### config.mk
export PLATFORM = sky130hd
export DESIGN_NAME = elgamal_signature_verify_top
export DESIGN_NICKNAME = d
export VERILOG_FILES = /design/src/design/egsv_pkg.sv /design/src/design/egsv_mulmod.sv /design/src/design/egsv_datapath.sv /design/src/design/egsv_ctrl.sv /design/src/design/elgamal_signature_verify_top.sv
export SDC_FILE = /design/constraint.sdc
export NUM_CORES = 1
export LEC_CHECK = 0
export BUFFER_PORTS_ARGS = -buffer_cell sky130_fd_sc_hd__buf_2
export CORE_ASPECT_RATIO = 1.1
export CORE_UTILIZATION = 35
export CTS_CLUSTER_DIAMETER = 60
export DETAILED_ROUTE_END_ITERATION = 10
export PLACE_DENSITY = 0.62
export SLEW_MARGIN = 20
export SYNTH_ARGS = -nofsm -noshare
export SYNTH_HDL_FRONTEND = slang
export SYNTH_SLANG_ARGS = --single-unit
### constraint.sdc
create_clock -name clock -period 8.55 [get_ports clock]
set_input_delay 1.2825 -clock clock [delete_from_list [all_inputs] [get_ports clock]]
set_output_delay 1.2825 -clock clock [all_outputs]
set_load 0.02 [all_outputs]
### src/design/egsv_pkg.sv
// shared types, constants and codes for the elgamal signature checker
package egsv_pkg;

   localparam int MOD_BITS = 16;
   localparam int EXP_BITS = 16;
   localparam int OUT_BITS = 16;
   // multiplier operand width: wide enough for a full modulus and a full signature word
   localparam int OPW_BITS = (MOD_BITS > EXP_BITS) ? MOD_BITS : EXP_BITS;
   localparam int CNT_BITS = $clog2(OPW_BITS + 1);

   localparam int CSR_IDX_BITS = 2;
   localparam logic [CSR_IDX_BITS-1:0] CFG_MODULUS    = 2'd0;
   localparam logic [CSR_IDX_BITS-1:0] CFG_GENERATOR  = 2'd1;
   localparam logic [CSR_IDX_BITS-1:0] CFG_PUBLIC_KEY = 2'd2;

   localparam logic [MOD_BITS-1:0] MODULUS_RESET    = MOD_BITS'(23);
   localparam logic [MOD_BITS-1:0] GENERATOR_RESET  = MOD_BITS'(2);
   localparam logic [MOD_BITS-1:0] PUBLIC_KEY_RESET = MOD_BITS'(1);

   localparam int REQ_DATA_BITS = 3 * EXP_BITS;
   localparam int RSP_FIELD_BITS = 1 + 2 * OUT_BITS;
   localparam int RSP_DATA_BITS = ((RSP_FIELD_BITS + 7) / 8) * 8;

   typedef enum logic [3:0] {
      S_IDLE,
      S_BASE,
      S_BWAIT,
      S_STEP,
      S_MWAIT,
      S_SQ,
      S_SWAIT,
      S_POWEND,
      S_LWAIT,
      S_DONE
   } state_type;

   // which power is being worked out
   typedef enum logic [1:0] {
      P_YA,
      P_AB,
      P_GM
   } phase_type;

   typedef enum logic [1:0] {
      MUL_REDUCE,
      MUL_RES_SQ,
      MUL_SQ_SQ,
      MUL_RES_YA
   } mul_op_type;

   typedef struct packed {
      logic       capture;
      logic       clear_out;
      logic       mul_start;
      mul_op_type mul_op;
      phase_type  phase;
      logic       load_exp;
      logic       shift_exp;
      logic       init_res;
      logic       wr_sq;
      logic       wr_res;
      logic       save_ya;
      logic       save_lhs;
      logic       save_rhs;
      logic       load_out;
   } cmd_type;

   typedef struct packed {
      logic mul_done;
      logic p_small;
      logic exp_zero;
      logic exp_lsb;
      logic exp_rest_zero;
   } stat_type;

endpackage

### src/design/egsv_mulmod.sv
// interleaved modular multiplier, one multiplier bit per cycle
module egsv_mulmod (
   input  logic                           clock,
   input  logic                           reset,
   input  logic                           start,
   input  logic [egsv_pkg::MOD_BITS-1:0]  x,
   input  logic [egsv_pkg::OPW_BITS-1:0]  y,
   input  logic [egsv_pkg::MOD_BITS-1:0]  p,
   output logic                           done,
   output logic [egsv_pkg::MOD_BITS-1:0]  prod
);
   import egsv_pkg::*;

   localparam int T_BITS = MOD_BITS + 2;

   logic [MOD_BITS-1:0] x_ff, x_in;
   logic [OPW_BITS-1:0] y_ff, y_in;
   logic [MOD_BITS-1:0] r_ff, r_in;
   logic [CNT_BITS-1:0] cnt_ff, cnt_in;
   logic                done_ff, done_in;

   logic [T_BITS-1:0] t0, t1, t2, pe;

   // r = 2r + bit*x, then at most two subtractions of p keep r below p
   always_comb begin
      pe = T_BITS'(p);
      t0 = {1'b0, r_ff, 1'b0} + (y_ff[OPW_BITS-1] ? T_BITS'(x_ff) : '0);
      t1 = (t0 >= pe) ? t0 - pe : t0;
      t2 = (t1 >= pe) ? t1 - pe : t1;
   end

   always_comb begin
      x_in    = x_ff;
      y_in    = y_ff;
      r_in    = r_ff;
      cnt_in  = cnt_ff;
      done_in = 1'b0;
      if (start) begin
         x_in   = x;
         y_in   = y;
         r_in   = '0;
         cnt_in = CNT_BITS'(OPW_BITS);
      end else if (cnt_ff != '0) begin
         y_in    = {y_ff[OPW_BITS-2:0], 1'b0};
         r_in    = t2[MOD_BITS-1:0];
         cnt_in  = cnt_ff - CNT_BITS'(1);
         done_in = (cnt_ff == CNT_BITS'(1));
      end
   end

   always_ff @(posedge clock) begin
      if (reset) begin
         cnt_ff  <= '0;
         done_ff <= 1'b0;
      end else begin
         cnt_ff  <= cnt_in;
         done_ff <= done_in;
      end
      x_ff <= x_in;
      y_ff <= y_in;
      r_ff <= r_in;
   end

   assign done = done_ff;
   assign prod = r_ff;

endmodule

### src/design/egsv_datapath.sv
// operand registers, configuration registers, multiplier and result register
module egsv_datapath (
   input  logic                                clock,
   input  logic                                reset,
   input  logic                                csr_valid,
   input  logic [egsv_pkg::CSR_IDX_BITS-1:0]   csr_index,
   input  logic [egsv_pkg::MOD_BITS-1:0]       csr_data,
   input  logic [egsv_pkg::REQ_DATA_BITS-1:0]  req_tdata,
   input  egsv_pkg::cmd_type                   cmd,
   output egsv_pkg::stat_type                  stat,
   output logic [egsv_pkg::RSP_DATA_BITS-1:0]  rsp_tdata
);
   import egsv_pkg::*;

   logic [MOD_BITS-1:0] mod_ff, gen_ff, pub_ff;
   logic [EXP_BITS-1:0] msg_ff, sa_ff, sb_ff;
   logic [EXP_BITS-1:0] exp_ff;
   logic [MOD_BITS-1:0] res_ff, sq_ff, ya_ff, lhs_ff, rhs_ff;
   logic                o_valid_ff;
   logic [OUT_BITS-1:0] o_lhs_ff, o_rhs_ff;

   logic [MOD_BITS-1:0] mul_x;
   logic [OPW_BITS-1:0] mul_y, base;
   logic [EXP_BITS-1:0] exp_src;
   logic                mul_done;
   logic [MOD_BITS-1:0] mul_prod;

   always_ff @(posedge clock) begin
      if (reset) begin
         mod_ff <= MODULUS_RESET;
         gen_ff <= GENERATOR_RESET;
         pub_ff <= PUBLIC_KEY_RESET;
      end else if (csr_valid) begin
         unique case (csr_index)
            CFG_MODULUS:    mod_ff <= csr_data;
            CFG_GENERATOR:  gen_ff <= csr_data;
            CFG_PUBLIC_KEY: pub_ff <= csr_data;
            default: ;
         endcase
      end
   end

   always_comb begin
      unique case (cmd.phase)
         P_YA: begin
            base    = OPW_BITS'(pub_ff);
            exp_src = sa_ff;
         end
         P_AB: begin
            base    = OPW_BITS'(sa_ff);
            exp_src = sb_ff;
         end
         default: begin
            base    = OPW_BITS'(gen_ff);
            exp_src = msg_ff;
         end
      endcase
   end

   always_comb begin
      unique case (cmd.mul_op)
         MUL_REDUCE: begin
            mul_x = MOD_BITS'(1);
            mul_y = base;
         end
         MUL_RES_SQ: begin
            mul_x = res_ff;
            mul_y = OPW_BITS'(sq_ff);
         end
         MUL_SQ_SQ: begin
            mul_x = sq_ff;
            mul_y = OPW_BITS'(sq_ff);
         end
         default: begin
            mul_x = res_ff;
            mul_y = OPW_BITS'(ya_ff);
         end
      endcase
   end

   egsv_mulmod u_mulmod (
      .clock (clock),
      .reset (reset),
      .start (cmd.mul_start),
      .x     (mul_x),
      .y     (mul_y),
      .p     (mod_ff),
      .done  (mul_done),
      .prod  (mul_prod)
   );

   always_ff @(posedge clock) begin
      if (cmd.capture) begin
         msg_ff <= req_tdata[EXP_BITS-1:0];
         sa_ff  <= req_tdata[2*EXP_BITS-1:EXP_BITS];
         sb_ff  <= req_tdata[3*EXP_BITS-1:2*EXP_BITS];
      end
      if (cmd.load_exp) begin
         exp_ff <= exp_src;
      end else if (cmd.shift_exp) begin
         exp_ff <= exp_ff >> 1;
      end
      if (cmd.init_res) begin
         res_ff <= MOD_BITS'(1);
      end else if (cmd.wr_res) begin
         res_ff <= mul_prod;
      end
      if (cmd.wr_sq) begin
         sq_ff <= mul_prod;
      end
      if (cmd.save_ya) begin
         ya_ff <= res_ff;
      end
      // a modulus below two makes every value zero
      if (cmd.clear_out) begin
         lhs_ff <= '0;
         rhs_ff <= '0;
      end else begin
         if (cmd.save_lhs) begin
            lhs_ff <= mul_prod;
         end
         if (cmd.save_rhs) begin
            rhs_ff <= res_ff;
         end
      end
      if (cmd.load_out) begin
         o_valid_ff <= (lhs_ff == rhs_ff);
         o_lhs_ff   <= OUT_BITS'(lhs_ff);
         o_rhs_ff   <= OUT_BITS'(rhs_ff);
      end
   end

   always_comb begin
      stat.mul_done      = mul_done;
      stat.p_small       = (mod_ff < MOD_BITS'(2));
      stat.exp_zero      = (exp_ff == '0);
      stat.exp_lsb       = exp_ff[0];
      stat.exp_rest_zero = ((exp_ff >> 1) == '0);
   end

   assign rsp_tdata = RSP_DATA_BITS'({o_rhs_ff, o_lhs_ff, o_valid_ff});

endmodule

### src/design/egsv_ctrl.sv
// sequencer for the three square-and-multiply powers and the final product
module egsv_ctrl (
   input  logic                clock,
   input  logic                reset,
   input  logic                req_tvalid,
   output logic                req_tready,
   output logic                rsp_tvalid,
   input  logic                rsp_tready,
   input  egsv_pkg::stat_type  stat,
   output egsv_pkg::cmd_type   cmd
);
   import egsv_pkg::*;

   state_type state_ff, state_in;
   phase_type phase_ff, phase_in;
   logic      rsp_valid_ff, rsp_valid_in;

   always_ff @(posedge clock) begin
      if (reset) begin
         state_ff     <= S_IDLE;
         phase_ff     <= P_YA;
         rsp_valid_ff <= 1'b0;
      end else begin
         state_ff     <= state_in;
         phase_ff     <= phase_in;
         rsp_valid_ff <= rsp_valid_in;
      end
   end

   always_comb begin
      state_in   = state_ff;
      phase_in   = phase_ff;
      cmd        = '0;
      cmd.phase  = phase_ff;
      cmd.mul_op = MUL_REDUCE;
      req_tready = (state_ff == S_IDLE);

      unique case (state_ff)
         S_IDLE: begin
            if (req_tvalid) begin
               cmd.capture = 1'b1;
               phase_in    = P_YA;
               if (stat.p_small) begin
                  cmd.clear_out = 1'b1;
                  state_in      = S_DONE;
               end else begin
                  state_in = S_BASE;
               end
            end
         end
         S_BASE: begin
            cmd.mul_start = 1'b1;
            cmd.mul_op    = MUL_REDUCE;
            cmd.load_exp  = 1'b1;
            cmd.init_res  = 1'b1;
            state_in      = S_BWAIT;
         end
         S_BWAIT: begin
            if (stat.mul_done) begin
               cmd.wr_sq = 1'b1;
               state_in  = S_STEP;
            end
         end
         S_STEP: begin
            if (stat.exp_zero) begin
               state_in = S_POWEND;
            end else if (stat.exp_lsb) begin
               cmd.mul_start = 1'b1;
               cmd.mul_op    = MUL_RES_SQ;
               state_in      = S_MWAIT;
            end else begin
               state_in = S_SQ;
            end
         end
         S_MWAIT: begin
            if (stat.mul_done) begin
               cmd.wr_res = 1'b1;
               state_in   = S_SQ;
            end
         end
         S_SQ: begin
            cmd.shift_exp = 1'b1;
            // last exponent bit done: the final squaring is not needed
            if (stat.exp_rest_zero) begin
               state_in = S_POWEND;
            end else begin
               cmd.mul_start = 1'b1;
               cmd.mul_op    = MUL_SQ_SQ;
               state_in      = S_SWAIT;
            end
         end
         S_SWAIT: begin
            if (stat.mul_done) begin
               cmd.wr_sq = 1'b1;
               state_in  = S_STEP;
            end
         end
         S_POWEND: begin
            unique case (phase_ff)
               P_YA: begin
                  cmd.save_ya = 1'b1;
                  phase_in    = P_AB;
                  state_in    = S_BASE;
               end
               P_AB: begin
                  cmd.mul_start = 1'b1;
                  cmd.mul_op    = MUL_RES_YA;
                  state_in      = S_LWAIT;
               end
               P_GM: begin
                  cmd.save_rhs = 1'b1;
                  state_in     = S_DONE;
               end
               default: state_in = S_IDLE;
            endcase
         end
         S_LWAIT: begin
            if (stat.mul_done) begin
               cmd.save_lhs = 1'b1;
               phase_in     = P_GM;
               state_in     = S_BASE;
            end
         end
         S_DONE: begin
            if (!rsp_valid_ff || rsp_tready) begin
               cmd.load_out = 1'b1;
               state_in     = S_IDLE;
            end
         end
         default: state_in = S_IDLE;
      endcase

      if (cmd.load_out) begin
         rsp_valid_in = 1'b1;
      end else if (rsp_tready) begin
         rsp_valid_in = 1'b0;
      end else begin
         rsp_valid_in = rsp_valid_ff;
      end
   end

   assign rsp_tvalid = rsp_valid_ff;

endmodule

### src/design/elgamal_signature_verify_top.sv
// top level of the elgamal signature checker
//
// usage: write modulus p (index 0), generator g (index 1) and public key y
// (index 2) over the csr channel while the block is idle; csr_ready is always
// high. each transfer on the req channel carries message m, signature word a
// and signature word b. for each one the rsp channel returns one transfer with
// lhs = y^a * a^b mod p, rhs = g^m mod p and a match flag.
// timing: one item is worked on at a time. the three powers and the final
// product run on a single shared modular multiplier that takes one multiplier
// bit per cycle. a power costs one base reduction plus one product per set
// exponent bit and one squaring per further bit.
// a modulus below two gives zeros and a match without running the powers.
// req_tready rises again once the result sits in the output register, so the
// next item may start while the previous result still waits to be taken; a
// stalled receiver holds the result and the block waits before loading another.
// reset returns the registers to p = 23, g = 2, y = 1 and empties the block.
module elgamal_signature_verify_top (
   input  logic                                clock,
   input  logic                                reset,
   input  logic                                req_tvalid,
   output logic                                req_tready,
   // message [15:0], sig_first [31:16], sig_second [47:32]
   input  logic [egsv_pkg::REQ_DATA_BITS-1:0]  req_tdata,
   output logic                                rsp_tvalid,
   input  logic                                rsp_tready,
   // valid_res [0], lhs_value [16:1], rhs_value [32:17], zero fill above
   output logic [egsv_pkg::RSP_DATA_BITS-1:0]  rsp_tdata,
   input  logic                                csr_valid,
   output logic                                csr_ready,
   input  logic [egsv_pkg::CSR_IDX_BITS-1:0]   csr_index,
   input  logic [egsv_pkg::MOD_BITS-1:0]       csr_data
);
   import egsv_pkg::*;

   cmd_type  cmd;
   stat_type stat;

   assign csr_ready = 1'b1;

   egsv_ctrl u_ctrl (
      .clock      (clock),
      .reset      (reset),
      .req_tvalid (req_tvalid),
      .req_tready (req_tready),
      .rsp_tvalid (rsp_tvalid),
      .rsp_tready (rsp_tready),
      .stat       (stat),
      .cmd        (cmd)
   );

   egsv_datapath u_datapath (
      .clock     (clock),
      .reset     (reset),
      .csr_valid (csr_valid),
      .csr_index (csr_index),
      .csr_data  (csr_data),
      .req_tdata (req_tdata),
      .cmd       (cmd),
      .stat      (stat),
      .rsp_tdata (rsp_tdata)
   );

`ifndef SYNTHESIS
   // req_tready drops once an item has been taken
   assert property (@(posedge clock) disable iff (reset)
      (req_tvalid && req_tready) |=> !req_tready)
      else $error("item accepted while previous one still in work");

   // the match flag agrees with the two values it reports
   assert property (@(posedge clock) disable iff (reset)
      rsp_tvalid |-> (rsp_tdata[0] == (rsp_tdata[16:1] == rsp_tdata[32:17])))
      else $error("match flag disagrees with reported values");

   // a product cannot finish in the cycle after it was started
   assert property (@(posedge clock) disable iff (reset)
      cmd.mul_start |=> !stat.mul_done)
      else $error("multiplier finished too early");
`endif

endmodule
== Word level (Yosys, flattened, before mapping) ==
Cells that the tools add are included.
W data, S select, Z words.

* Flip-flop bits (word level): 286
* Bits in latches: 0
* Bits in writable memories: 0
* Bits of input ports: 71
* Memories: 0
* Logic and storage cells: 127
* Bits in read-only memories: 0
* Output and inout bits: 43

* Div/mod/pow operators: 0
* Eq/ne operators: 23
* Bitwise logic cells: 1
* Mux-type cells: 50
* Shifts and indexed selects: 0
* Reduce and logical (&&, ||, !) cells: 22
* Add/subtract/negate cells: 4
* $mul: 0
* Order comparisons: 3

{| class="wikitable"
|+ Operators with widths
! kind !! number
|-
| $pmux W16 S2 || 4
|-
| $mux W16 || 6
|-
| $ge A18 B16 Y1 || 2
|-
| $pmux W4 S9 || 1
|-
| $logic_not A16 Y1 || 2
|-
| $mux W4 || 7
|-
| $add A17 B18 Y18 || 1
|-
| $mux W18 || 1
|-
| $sub A18 B16 Y18 || 1
|-
| $mux W1 || 17
|-
| $eq A16 B16 Y1 || 1
|-
| $eq A4 B3 Y1 const B || 4
|-
| $lt A16 B2 Y1 const B || 1
|-
| $sub A16 B16 Y16 || 1
|-
| $mux W3 || 4
|-
| $pmux W3 S4 || 1
|-
| $pmux W4 S3 || 1
|-
| $mux W2 || 5
|-
| $mux W5 || 2
|-
| $eq A4 B2 Y1 const B || 2
|-
| $eq A4 B4 Y1 const B || 2
|-
| $ne A2 B1 Y1 const B || 4
|-
| $eq A2 B1 Y1 const B || 3
|-
| $eq A2 B2 Y1 const B || 3
|-
| 18 further kinds || 27
|}

== Longest topological paths before layout ==
* Depth in word-level cells: 7
* Gate-level depth with buffers: 32
* Depth with buffers taken out: 29

== By module ==
From an unflattened synthesis, not the netlist that was laid out.

* Cells, all modules: 1361
* Area total of the unflattened synthesis: 14385.0 um2

{| class="wikitable"
|+ By module, submodules not included
! module !! area each (um2) !! cells an instance !! times used
|-
| egsv_datapath || 9105.0 || 776 || 1
|-
| egsv_mulmod || 4673.2 || 504 || 1
|-
| egsv_ctrl || 595.6 || 79 || 1
|-
| elgamal_signature_verify_top || 11.3 || 2 || 1
|}

== Worst setup path after synthesis ==
No wires, ideal clock.

* Kind: reg2reg
* Start point: register u_datapath.u_mulmod.y_ff[15]
* End point: register u_datapath.u_mulmod.r_ff[8] (netlist: u_datapath.u_mulmod.prod[8])
* Clock period less this slack: 6.385 ns
* Setup time: 0.078 ns
* Slack: 2.165 ns
* Buffers on the path: 3
* Stages on the path, launching flop included: 32
* Data required time: 8.472 ns
* Arrival: 6.307 ns
* Cells stage by stage: edfxtp_1 -> clkbuf_1 -> and2_1 -> ha_1 -> inv_1 -> fa_1 -> nor2b_1 -> o31a_1 -> o21a_1 -> o21ai_0 -> a211o_1 -> o2111ai_1 -> ha_1 -> a21oi_1 -> o21ai_0 -> a21oi_1 -> o21bai_1 -> a31o_2 -> nand3b_4 -> buf_2 -> mux2_2 -> ha_1 -> a21o_1 -> a211oi_1 -> nor2_1 -> o41ai_1 -> a21oi_1 -> and2_1 -> o21ai_1 -> clkbuf_1 -> a21oi_1 -> nor3_1

* Longest elaborated chain between the ends: 6
* Elaborated cells between the ends (all ways): 8

{| class="wikitable"
|+ Ends and longest elaborated chain
! item !! line !! source
|-
| from (decl) || egsv_mulmod.sv:17 || <nowiki>logic [OPW_BITS-1:0] y_ff, y_in;</nowiki>
|-
| from (signal assigned) || egsv_mulmod.sv:60 || <nowiki>y_ff <= y_in;</nowiki>
|-
| $mux W16 (*) || egsv_mulmod.sv:27 || <nowiki>t0 = {1'b0, r_ff, 1'b0} + (y_ff[OPW_BITS-1] ? T_BITS'(x_ff) : '0);</nowiki>
|-
| $add A17 B18 Y18 (*) || egsv_mulmod.sv:27 ||
|-
| $sub A18 B16 Y18 / $ge A18 B16 Y1 (equally long branches) || egsv_mulmod.sv:28 || <nowiki>t1 = (t0 >= pe) ? t0 - pe : t0;</nowiki>
|-
| $mux W18 (*) || egsv_mulmod.sv:28 ||
|-
| $sub A16 B16 Y16 / $ge A18 B16 Y1 (equally long branches) || egsv_mulmod.sv:29 || <nowiki>t2 = (t1 >= pe) ? t1 - pe : t1;</nowiki>
|-
| $mux W16 (*) || egsv_mulmod.sv:29 ||
|-
| to (signal assigned) || egsv_mulmod.sv:61 || <nowiki>r_ff <= r_in;</nowiki>
|-
| to (decl) || egsv_mulmod.sv:18 || <nowiki>logic [MOD_BITS-1:0] r_ff, r_in;</nowiki>
|}

Every way passes the cells marked *; elsewhere a longest branch is shown, timed or not.
A chain may end at the register's enable or synchronous reset.

== Worst setup path in the final report ==
* Start point: register u_datapath.u_mulmod.y_ff[15]
* End point: register u_datapath.u_mulmod.r_ff[0] (netlist: u_datapath.u_mulmod.prod[0])

Same word-level chain as after synthesis.

==> impl_metrics.toml <==
[run_status]
status = "complete, but fails checks"
violations = "DRC"

[synthesis]
yosysWarnings = 0
ys_ff_latch = 286
synthMuxAreaShare_pct = 1.370
yosys.area_share.simple_pct = 16.71
synth_compound_gate_area_share_pct = 17.01
ys_types = 71
synth_top_family_by_area = "compound AO/OA/AOI/OAI gates"
syn-mean-instance-area_sq_um = 9.727
synth-xor-area-share_pct = 3.437
synth_cells = 1437
synth_flop_cell = "edfxtp_1"
async_reset_ff_share_pct = 0
seq_area_frac_synth_pct = 52.49
syn_area_sq_um = 13980
synth-adder-area-share_pct = 5.353
synth_edf_count = 161

[layout]
final_cell_count_no_fill = 2037
drive_gt1_share_pct = 13.59
fin_area_sq_um = 15920
num-nets-final = 1634
diodes = 0
area_growth_pct = 13.88

[die]
core_area_sq_um = 39270
die_y_um = 211.6
chipWidth_um = 192.5
row_count = 76
dieArea_sq_um = 40740
start_util_pct = 35.59
boundaryPins = 114

[clock_network]
clkLatencyLatePin_ns = 0.57
cts_root_buffer = "clkbuf_16"
post-cts-setup-buffers = 0
cts_max_level = 1
tritoncts = "done"
path_clk_slew_ns = 0.06
cts_hold_buf = 0
cts_resized = 0
cts_made_buffers = 31
clock-sinks = 286
clockBufferDepth = 3

[setup_path]
cpMostUsedCell = "ha_1"
cp.arrival_ns = 7.67
rr_worst_depth = 27
r2r-start = "u_datapath.u_mulmod.y_ff[15]"
start_kind = "flip-flop"
crit_buf_inv = 1
rrSetupSlack_ns = 1.37
r2r-end = "u_datapath.u_mulmod.prod[0]"
path_class = "flip-flop to flip-flop"
cp.required_ns = 9.05
cp-end-kind = "flip-flop"
path_delay_family = "compound AO/OA/AOI/OAI gates"
cp_slowest_cell = "or4_1"
path_max_fanout = 18
cp_slowest_stage_delay_ns = 0.55

[detailed_routing]
top_layer = "met4"
drc_errors = 8
wl_met2_um = 18260
viasPerCell = 5.315
drt-met1-wl_um = 16960
met3_length_um = 1614
drtAntennaViolNets = 0
first_iter_violations = 752
routed_wl_um = 37610
wire_per_inst_um = 18.46
route.vias.total = 10830
drtPass1Iterations = 9

[timing]
finalSetupTns_ns = 0
clock_skew_ns = 0.01577
layout_min_cycle_time_ns = 7.177
setup_slack_ns = 1.373
max_clock_freq_mhz = 139.3
hold_viol = 0
slew-limit-headroom_pct = 36.52
rsz0062_at_grt = "false"
maxSlewViolCount = 0
worst_pin_slew_ns = 0.9487
min_period_over_period_pct = 83.94
setup_viol = 0

[global_routing]
grt_max_degree = 60
overflow = 0
first_global_vias = 10700
antenna_found_initial = 0
grt_pass1_wl_um = 58970
grt_usage_pct = 18.56

[hold_path]
hold_depth = 2
hp-start = "u_datapath.gen_ff[13]"
min_delay_worst_endpoint = "u_datapath.gen_ff[13]"
min_path_type = "flip-flop to flip-flop"

[job]
maxCapViolCount = 0

[placement]
dp_cells = 1979
place_worst_setup_slack_ns = 1.380
port_buffers = 105
dp_hpwl_um = 27660
dpl-instance-area_sq_um = 14900
routabilityCongestion = 0.8573
==> cell usage after synthesis, types with 6 or more instances <==
cell	number	area, sq um
nand2_1	312	1171
edfxtp_1	161	4835
a21oi_1	131	655.6
dfxtp_1	125	2502
clkbuf_1	73	274.0
nor2_1	64	240.2
o21ai_0	61	305.3
ha_1	55	688.2
xnor2_1	43	376.6
inv_1	36	135.1
a22oi_1	33	247.7
a31oi_1	29	181.4
nor2b_1	22	137.6
nor3_1	22	110.1
o31ai_1	21	157.7
nand3_1	20	100.1
and2_1	19	118.9
a221oi_1	16	140.1
a211oi_1	15	112.6
a21o_1	15	112.6
mux2_2	13	146.4
nand4_1	13	81.33
nor4_1	12	75.07
o21a_1	12	90.09
xor2_1	10	87.58
buf_4	9	67.56
nand2b_1	7	43.79
and3_1	6	37.54
or2_2	6	37.54
==> cell families (layout without fill, tap and decap cells) <==
family | count (synthesis) | in the layout
other cells | 2 | 8
mux | 17 | 17
compound gates | 373 | 373
simple gates | 524 | 524
xor+xnor | 54 | 54
flops | 286 | 286
fa+ha+maj | 58 | 58
buf+inv | 123 | 210
==> how the worst max path moves through the flow <==
stage,endpoint,cells past startpoint,from
2_1_floorplan,u_datapath.u_mulmod.prod[8],31,u_datapath.u_mulmod.y_ff[15]
3_3_place_gp,u_datapath.u_mulmod.prod[0],27,u_datapath.u_mulmod.y_ff[15]
3_5_place_dp,u_datapath.u_mulmod.prod[0],27,u_datapath.u_mulmod.y_ff[15]
4_1_cts,u_datapath.u_mulmod.prod[0],27,u_datapath.u_mulmod.y_ff[15]
5_1_grt,u_datapath.u_mulmod.prod[0],27,u_datapath.u_mulmod.y_ff[15]
6_report,u_datapath.u_mulmod.prod[0],27,u_datapath.u_mulmod.y_ff[15]
==> tightest hold or removal path, cell delays in order, from the launching register on <==
cell and delay (ns):
dfxtp_1 0.31, nand2_1 0.05, a21oi_1 0.05
==> cell type report <==
| type | instances | area [sq um] |
|---|---|---|
| Clock inverter | 18 | 167.7 |
| Clock buffer | 40 | 839.6 |
| Sequential cell | 286 | 7337 |
| Fill cell | 3888 | 23350 |
| Timing Repair Buffer | 116 | 608.1 |
| Inverter | 36 | 135.1 |
| Tap cell | 507 | 634.4 |
| Multi-Input combinational cell | 1034 | 6196 |
==> cells in the final DEF (no fill, tap or decap), types with 4 or more instances in the layout <==
master | Yosys | routed
a211o_1 | 4 | 4
a211oi_1 | 15 | 15
a21o_1 | 15 | 15
a21oi_1 | 131 | 131
a221oi_1 | 16 | 16
a22oi_1 | 33 | 33
a31o_2 | 4 | 4
a31oi_1 | 29 | 29
and2_1 | 19 | 18
and3_1 | 6 | 5
buf_2 | 3 | 105
buf_4 | 9 | 11
clkbuf_1 | 73 | 6
clkbuf_16 | 0 | 31
clkinv_1 | 0 | 4
clkinv_2 | 0 | 6
conb_1 | 2 | 8
dfxtp_1 | 125 | 125
edfxtp_1 | 161 | 161
ha_1 | 55 | 54
inv_1 | 36 | 36
mux2_2 | 13 | 13
nand2_1 | 312 | 312
nand2b_1 | 7 | 7
nand3_1 | 20 | 20
nand3b_1 | 5 | 5
nand4_1 | 13 | 13
nor2_1 | 64 | 59
nor2_2 | 0 | 5
nor2b_1 | 22 | 22
nor3_1 | 22 | 22
nor4_1 | 12 | 12
o21a_1 | 12 | 12
o21ai_0 | 61 | 61
o21bai_1 | 4 | 4
o31ai_1 | 21 | 21
or2_2 | 6 | 6
xnor2_1 | 43 | 43
xor2_1 | 10 | 10
==> routing by layer <==
metal  up-vias  track usage [%]
li1       5296                -
met1      5213            24.78
met2       269            31.67
met3        48            2.172
met4         0            4.806
met5         -                0
==> per-stage QoR <==
stage / hold slack [ns] / utilization (%)
after floorplan: 0.4064 / -
after detailed placement: 0.4468 / 37.93
final: 0.4550 / 40.53
after global placement: 0.4421 / 37.93
after global routing: 0.4813 / 40.53
after CTS: 0.4551 / 40.50
Power is not shown: default switching activity piles up to over one toggle a cycle in this logic, so the estimate is an artifact.
